## src/accel_tilt_angles_macros.svh

```systemverilog
// assertion macros for the tilt angle block
// expects clk_i and rst_ni in the scope of use
`ifndef ACCEL_TILT_ANGLES_MACROS_SVH
`define ACCEL_TILT_ANGLES_MACROS_SVH

// condition checked at every clock edge out of reset
`define ATA_ASSERT(lbl, prop, msg) \
  lbl: assert property (@(posedge clk_i) disable iff (!rst_ni) (prop)) else $error(msg);

// consequent checked in the cycle after the antecedent
`define ATA_ASSERT_NEXT(lbl, ante, cons, msg) \
  lbl: assert property (@(posedge clk_i) disable iff (!rst_ni) (ante) |=> (cons)) \
    else $error(msg);

`endif

```

## src/ata_pkg.sv

```systemverilog
// shared constants, types and arctangent table for the tilt angle block
// no dependencies
package ata_pkg;

  localparam int SAMPLE_WIDTH_DEF = 16;
  localparam int CORDIC_STEPS_DEF = 16;
  localparam int GUARD_SHIFT      = 8;
  localparam int ACC_W            = 34;
  localparam int ANG_W            = 32;
  localparam int SCALE_W          = 13;
  localparam int PROD_W           = ANG_W + SCALE_W;
  localparam int HUND_W           = 15;
  localparam int OUT_W            = 16;
  localparam int LVL_W            = 17;

  localparam logic [ANG_W-1:0]   HALF_PI_Q30        = 32'd1686629713;
  localparam logic [ANG_W-1:0]   PI_Q30             = 32'd3373259426;
  localparam logic [SCALE_W-1:0] HUNDREDTHS_PER_RAD = 13'd5729;
  localparam int                 ROUND_BIT          = 29;
  localparam int                 FRAC_BITS          = 30;
  localparam logic signed [LVL_W-1:0] QUARTER_TURN  = 17'sd9000;
  localparam logic signed [LVL_W-1:0] HALF_TURN     = 17'sd18000;
  localparam logic signed [LVL_W-1:0] FULL_TURN     = 17'sd36000;

  typedef struct packed {
    logic valid;
    logic degenerate;
    logic z_neg;
  } side_t;

  // atan(2^-i) in radians, Q30, truncated
  function automatic logic [ANG_W-1:0] atan_q30(input int i);
    logic [ANG_W-1:0] v;
    case (i)
      0:  v = 32'h3243F6A8;
      1:  v = 32'h1DAC6705;
      2:  v = 32'h0FADBAFC;
      3:  v = 32'h07F56EA6;
      4:  v = 32'h03FEAB76;
      5:  v = 32'h01FFD55B;
      6:  v = 32'h00FFFAAA;
      7:  v = 32'h007FFF55;
      8:  v = 32'h003FFFEA;
      9:  v = 32'h001FFFFD;
      10: v = 32'h000FFFFF;
      11: v = 32'h0007FFFF;
      12: v = 32'h0003FFFF;
      13: v = 32'h0001FFFF;
      14: v = 32'h0000FFFF;
      15: v = 32'h00007FFF;
      16: v = 32'h00003FFF;
      17: v = 32'h00001FFF;
      18: v = 32'h00000FFF;
      19: v = 32'h000007FF;
      20: v = 32'h000003FF;
      21: v = 32'h000001FF;
      22: v = 32'h000000FF;
      23: v = 32'h0000007F;
      24: v = 32'h0000003F;
      25: v = 32'h0000001F;
      26: v = 32'h0000000F;
      27: v = 32'h00000008;
      28: v = 32'h00000004;
      29: v = 32'h00000002;
      30: v = 32'h00000001;
      default: v = '0;
    endcase
    return v;
  endfunction

endpackage

```

## src/ata_merge.sv

```systemverilog
// merging stage: rounding, level shift, wrap and sign rules of the three lanes
// depends on ata_pkg
module ata_merge import ata_pkg::*; (
  input  logic                    clk_i,
  input  logic                    rst_ni,
  input  side_t                   side_i,
  input  logic [PROD_W-1:0]       prod_x_i,
  input  logic [PROD_W-1:0]       prod_y_i,
  input  logic [PROD_W-1:0]       prod_z_i,
  output logic                    done_o,
  output logic signed [OUT_W-1:0] tilt_x_o,
  output logic signed [OUT_W-1:0] tilt_y_o,
  output logic signed [OUT_W-1:0] tilt_z_o,
  output logic                    degenerate_o
);

  function automatic logic [HUND_W-1:0] round_hund(input logic [PROD_W-1:0] p);
    logic [PROD_W-1:0] s;
    s = p + (PROD_W'(1) << ROUND_BIT);
    return s[FRAC_BITS +: HUND_W];
  endfunction

  function automatic logic signed [LVL_W-1:0] level(input logic [HUND_W-1:0] h,
                                                    input logic neg);
    logic signed [LVL_W-1:0] t;
    t = signed'({{(LVL_W-HUND_W){1'b0}}, h});
    if (neg) begin
      t = -t;
    end
    t = t - QUARTER_TURN;
    if (t < -HALF_TURN) begin
      t = t + FULL_TURN;
    end
    return t;
  endfunction

  logic signed [LVL_W-1:0] tx_d, ty_d, tz_d;
  logic [HUND_W-1:0]       hz;

  always_comb begin
    tx_d = level(round_hund(prod_x_i), side_i.z_neg);
    ty_d = level(round_hund(prod_y_i), side_i.z_neg);
    hz   = round_hund(prod_z_i);
    tz_d = signed'({{(LVL_W-HUND_W){1'b0}}, hz});
    if (tx_d[LVL_W-1]) begin
      tz_d = -tz_d;
    end
    if (side_i.degenerate) begin
      tx_d = '0;
      ty_d = '0;
      tz_d = '0;
    end
  end

  always_ff @(posedge clk_i or negedge rst_ni) begin
    if (!rst_ni) begin
      done_o <= 1'b0;
    end else begin
      done_o <= side_i.valid;
    end
  end

  always_ff @(posedge clk_i) begin
    tilt_x_o     <= tx_d[OUT_W-1:0];
    tilt_y_o     <= ty_d[OUT_W-1:0];
    tilt_z_o     <= tz_d[OUT_W-1:0];
    degenerate_o <= side_i.degenerate;
  end

endmodule

```

## config.mk

```make
export PLATFORM = sky130hd
export DESIGN_NAME = ata_merge
export DESIGN_NICKNAME = d
export VERILOG_FILES = /design/src/accel_tilt_angles_macros.svh /design/src/ata_pkg.sv /design/src/ata_merge.sv
export SDC_FILE = /design/constraint.sdc
export NUM_CORES = 1
export LEC_CHECK = 0
export ABC_AREA = 0
export BUFFER_PORTS_ARGS = -buffer_cell sky130_fd_sc_hd__buf_4
export CORE_AREA = 2 2 103 105
export DETAILED_ROUTE_END_ITERATION = 8
export DIE_AREA = 0 0 105 107
export GPL_TIMING_DRIVEN = 0
export MAX_ROUTING_LAYER = met4
export PLACE_DENSITY = 0.95
export SETUP_SLACK_MARGIN = 0.02
export SLEW_MARGIN = 20
export SYNTH_ARGS = -nofsm -noshare
export SYNTH_HDL_FRONTEND = slang
export SYNTH_SLANG_ARGS = --single-unit
```

## constraint.sdc

```tcl
create_clock -name clk_i -period 0.95 [get_ports clk_i]
set_clock_uncertainty 0.2 [all_clocks]
set_input_delay 0.19 -clock clk_i [delete_from_list [all_inputs] [get_ports clk_i]]
set_output_delay 0.19 -clock clk_i [all_outputs]
set_load 0.02 [all_outputs]
```

==> results.py, run 1 <==
metrics = {
    "synth": {
        "synthArstFlopShare_pct": 2.00,
        "syn_area_um2": 5480,
        "synth_cells": 741,
        "synth_edf_count": 0,
        "synth_nets": 893,
        "synthFlopType": "dfxtp_1",
        "ys_ff_latch": 50,
        "synth-seq-area-share_pct": 18.4,
        "syn_avg_cell_area_um2": 7.39,
        "yosysTopAreaCell": "dfxtp_1",
        "yosys-top-cells-area": "dfxtp_1 (18%), xnor2_1 (9.3%), nor2_1 (5.3%), xor2_1 (4.3%), nand3_1 (4.3%)",
        "synth.distinct_cells": 89,
        "synth_top_area_share_pct": 17.9,
        "ys_warn_count": 0,
    },
    "die": {
        "num_io_pins": 190,
        "start_util_pct": 54.3,
        "die_x_um": 105,
        "die_y_um": 107,
        "rows": 37,
    },
    "sta": {
        "worst-ep-kind": "register input",
        "crit_endpoint": "tilt_x_o[7]$_SDFF_PP0_/D",
    },
    "placement": {
        "io_buffers": 88,
        "dp_hpwl_um": 11900,
        "dp.cells": 965,
        "routabilityCongestion": 0.955,
    },
    "clock_tree": {
        "numCtsBuffers": 5,
        "cts_buffer_depth": 2,
        "clock-sinks": 50,
        "cts_root_buffer": "clkbuf_8",
        "htreeDepth": 2,
    },
    "grt": {
        "track_usage_pct": 80.0,
        "grt_max_degree": 17,
        "overflow": 110,
    },
    "outcome": {
        "status": "aborted with a tool error",
        "error_line": "[ERROR GRT-0232] Routing congestion too high. Check the congestion heatmap in the GUI.",
        "failed_stage": "global routing (5_1_grt)",
    },
}
-- through the flow --
step                util, %  area [um^2]  setup WS (ns)
global placement       66.0         6660          -3.77
CTS                    82.8         8350          -3.06
detailed placement     66.0         6660          -3.87
floorplan                 -         5830          -3.10
-- metal layers --
| layer | GRT overflow | track usage [%] |
|---|---|---|
| met3 | 2 | 58.8 |
| met1 | 0 | 76.5 |
| met2 | 60 | 96.1 |
| met5 | - | - |
| met4 | 48 | 89.0 |
-- Yosys cell counts, drive strengths merged (3+ instances only) --
library cell,count
and4,6
or4,6
o32ai,4
o31ai,21
dfxtp,49
o21bai,3
nand3,48
nand2,49
nor4,15
nand4,11
a21o,6
a211oi,9
o21a,6
a211o,4
a31oi,12
nor2,79
a31o,4
or3,14
mux2,4
and3b,3
o211ai,5
o311ai,6
a22oi,4
or2,8
a21boi,7
xnor2,60
a21oi,22
o41ai,18
inv,18
and2,12
xor2,28
buf,15
nor3,33
nand2b,3
a41oi,3
o31a,4
ha,12
o21ai,37
clkbuf,35
o311a,3
and3,19
o211a,4
-- logic make-up after synthesis --
logic type | synth area share [%]
AOI/OAI and AO/OA | 28.4
xor gates and xnor gates | 14.5
adders and majority gates | 2.74
buffers and inverters | 5.39
DFF | 18.4
muxes | 1.19
and+or+nand+nor | 29.4
-- timing repair --
item | CTS
setup buffers | 64
gates resized for setup | 251
endpoints found under the hold margin | 4
pin swaps | 74
setup endpoints to repair | 95
hold buffers | 3
cloned | 2
==> inputs of run 2 (changes only) <==
- CORE_AREA: 2 2 103 105 -> 2 2 121 123
- DIE_AREA: 0 0 105 107 -> 0 0 123 125
- MAX_ROUTING_LAYER: met4 -> default
- PLACE_DENSITY: 0.95 -> default
- PLACE_DENSITY_LB_ADDON: default -> 0.15
- SETUP_SLACK_MARGIN: 0.02 -> default
==> run 2 against run 1 <==
Area after synthesis stayed put. Synthesized cell count did not move. The flow now finishes, with violations (negative hold slack, negative setup slack).
==> results.py, run 2 <==
metrics = {
    "sta": {
        "holdWs_ns": -0.00508,
        "max_freq_mhz": 242,
        "grt_setup_unrepaired": "yes",
        "hold_viol": 1,
        "fin_crit_ns": 4.14,
        "layout_setup_ws_ns": -3.19,
        "max_slew.worst_pin.slew_ns": 0.848,
        "fin_setup_tns_ns": -125.94,
        "fin_crit_sh_pct": 436,
        "relSlewSlack_pct": 43.1,
        "setup_viol": 95,
        "drv_slew": 0,
    },
    "clock_tree": {
        "clk_pin_slew_worst_paths_ns": 0.08,
        "cts_root_buffer": "clkbuf_16",
        "htreeDepth": 2,
        "clock-sinks": 50,
        "numCtsBuffers": 5,
        "cts_buffer_depth": 2,
        "cts_tree": "built",
    },
    "placement": {
        "io_buffers": 88,
        "dp_hpwl_um": 12700,
        "routabilityCongestion": 0.869,
    },
    "synth": {
        "syn_area_um2": 5480,
        "synth_nets": 893,
        "ys_ff_latch": 50,
        "synthFlopType": "dfxtp_1",
        "synth_edf_count": 0,
        "synth_top_area_share_pct": 17.9,
        "yosys-top-cells-area": "dfxtp_1 (18%), xnor2_1 (9.3%), nor2_1 (5.3%), xor2_1 (4.3%), nand3_1 (4.3%)",
        "synth.distinct_cells": 89,
        "synthArstFlopShare_pct": 2.00,
        "ys_warn_count": 0,
        "synth_cells": 741,
        "synth_common_cells": "nor2_1 (78), xnor2_1 (58), dfxtp_1 (49)",
        "synth-seq-area-share_pct": 18.4,
        "syn_avg_cell_area_um2": 7.39,
        "yosysTopAreaCell": "dfxtp_1",
        "yosysMostFrequentCell": "nor2_1",
    },
    "route": {
        "wl_per_cell_um": 18.4,
        "drt_wl_total_um": 20600,
        "routed-via-count": 6685,
        "drc_errors": 0,
        "ant_nets": 0,
        "drt-initial-drc-count": 478,
        "avgViaCountPerCell": 5.95,
        "drtPass1Iterations": 5,
    },
    "worst_setup_path": {
        "cp_slowest_cell": "a2111oi_4",
        "crit_required_ns": 0.98,
        "max_stage_delay_ns": 0.40,
        "critPathCaptureType": "flip-flop",
        "critPathMaxFanout": 5,
        "criticalPathCategory": "in2reg",
        "crit_chain": "buf_8, ha_4, clkbuf_16, and3b_2, a31oi_4, nand2_2, xnor2_2, ha_2, o211a_1, o211ai_1, nand3_2, a2111oi_4, xor2_1, o211ai_1, a21oi_2, buf_6, buf_6, mux2_4, nor2_1",
        "cp-start-kind": "primary input",
        "cp.arrival_ns": 4.17,
        "crit_start": "prod_y_i[30]",
    },
    "power": {
        "p_per_area_nw_per_um2": 1190,
        "peakVddDrop_mv": 0.856,
        "p_leak_nw": 3.68,
    },
    "finish": {
        "reg_top3": "tilt_x_o x16, tilt_y_o x16, tilt_z_o x16",
        "antenna_cells": 0,
        "final_cell_mix": "buf_4 (116), buf_6 (73), nor2_1 (68)",
        "seq_area_um2": 1070,
        "final_core_util_pct": 67.8,
        "fillCellCount": 1060,
        "layout_commonest_cell": "buf_4",
        "syn2layout_area_growth_pct": 75.8,
        "multi_input_area_um2": 5810,
        "drive_gt1_share_pct": 52.1,
        "nets": 1090,
    },
    "die": {
        "rows": 44,
        "start_util_pct": 38.6,
        "core-area_um2": 14200,
        "num_io_pins": 190,
        "die_x_um": 123,
        "die_y_um": 125,
        "dieArea_um2": 15400,
    },
    "grt": {
        "grt_pass1_vias": 6552,
        "busiest_layer": "met2",
        "grt_max_degree": 19,
        "use_met3_pct": 2.60,
        "grt.met1_usage_pct": 30.3,
        "antenna_found_initial": 0,
        "grt_pass1_wl_um": 31300,
        "overflow": 0,
        "track_usage_pct": 24.6,
        "met2_usage_pct": 44.1,
    },
    "hold_path": {
        "hp-class": "in2async",
    },
    "outcome": {
        "status": "complete, but fails checks",
        "violations": "negative hold slack, negative setup slack",
    },
    "run": {
        "drv_cap": 0,
    },
}
run 2: worst max path at each step:
stage,slack (ns),end,depth (start not counted)
global placement,-3.78,tilt_z_o[3],19
finish,-3.19,tilt_y_o[6],19
floorplan,-3.10,tilt_z_o[15],20
CTS,-3.03,tilt_z_o[15],19
detailed placement,-3.90,tilt_z_o[9],19
global route,-3.29,tilt_z_o[1],19
run 2: per-layer routing:
metal / wire, um / up-vias / share of wire, %
met1: 8570 / 3238 / 41
met2: 10700 / 213 / 52
met4: 544 / 0 / 2.6
li1: - / 3182 / -
met3: 877 / 52 / 4.2
met5: 0 / - / 0
run 2: kinds of logic after synthesis:
family	Yosys count	share of synthesized area, %
buffers and inverters	68	5.39
muxes	6	1.19
and+or+nand+nor	312	29.4
xor gates and xnor gates	88	14.5
adders and majority gates	12	2.74
AOI/OAI and AO/OA	205	28.4
DFF	50	18.4
run 2: per-stage QoR:
step / instances / area, um^2 / worst slack [ns] / power (mW)
3_3_place_gp: 1013 / 6710 / -3.78 / 6.90
2_1_floorplan: 741 / 5810 / -3.10 / 5.65
4_1_cts: 1107 / 9010 / -3.03 / 10.7
3_5_place_dp: 1013 / 6710 / -3.90 / 6.99
6_report: 1123 / 9630 / -3.19 / 11.5
5_1_grt: 1123 / 9630 / -3.29 / 12.0
run 2: worst max-delay path: cells and delay by family:
family	cells	cell delay, ns
compound gates	6	1.68
simple gates	4	0.61
buf+inv	4	0.52
xor+xnor	2	0.46
fa+ha+maj	2	0.40
mux	1	0.29
run 2: cell type report:
| class | instances | area share, % |
|---|---|---|
| Timing Repair Buffer | 194 | 19.1 |
| Multi-Input combinational cell | 624 | 60.3 |
| Buffer | 45 | 4.82 |
| Sequential cell | 50 | 11.1 |
| Clock buffer | 5 | 1.30 |
| Tap cell | 184 | 2.39 |
| Clock inverter | 3 | 0.299 |
| Inverter | 18 | 0.727 |
run 2: power by group:
| group | switching (mW) | internal, mW |
|---|---|---|
| combinational | 3.58 | 3.30 |
| clock | 0.893 | 1.01 |
| sequential | 0.186 | 2.52 |
| total | 4.66 | 6.83 |
run 2: repair_timing:
action / 4_1_cts / 5_1_grt
hold endpoints to repair: 4 / 0
pin swaps: 98 / 40
hold buffers: 3 / 0
setup endpoints to repair: 95 / 95
gates resized for setup: 308 / 84
gates cloned: 4 / 0
setup buffers: 82 / 19
Power figures use the tool's default switching activity.
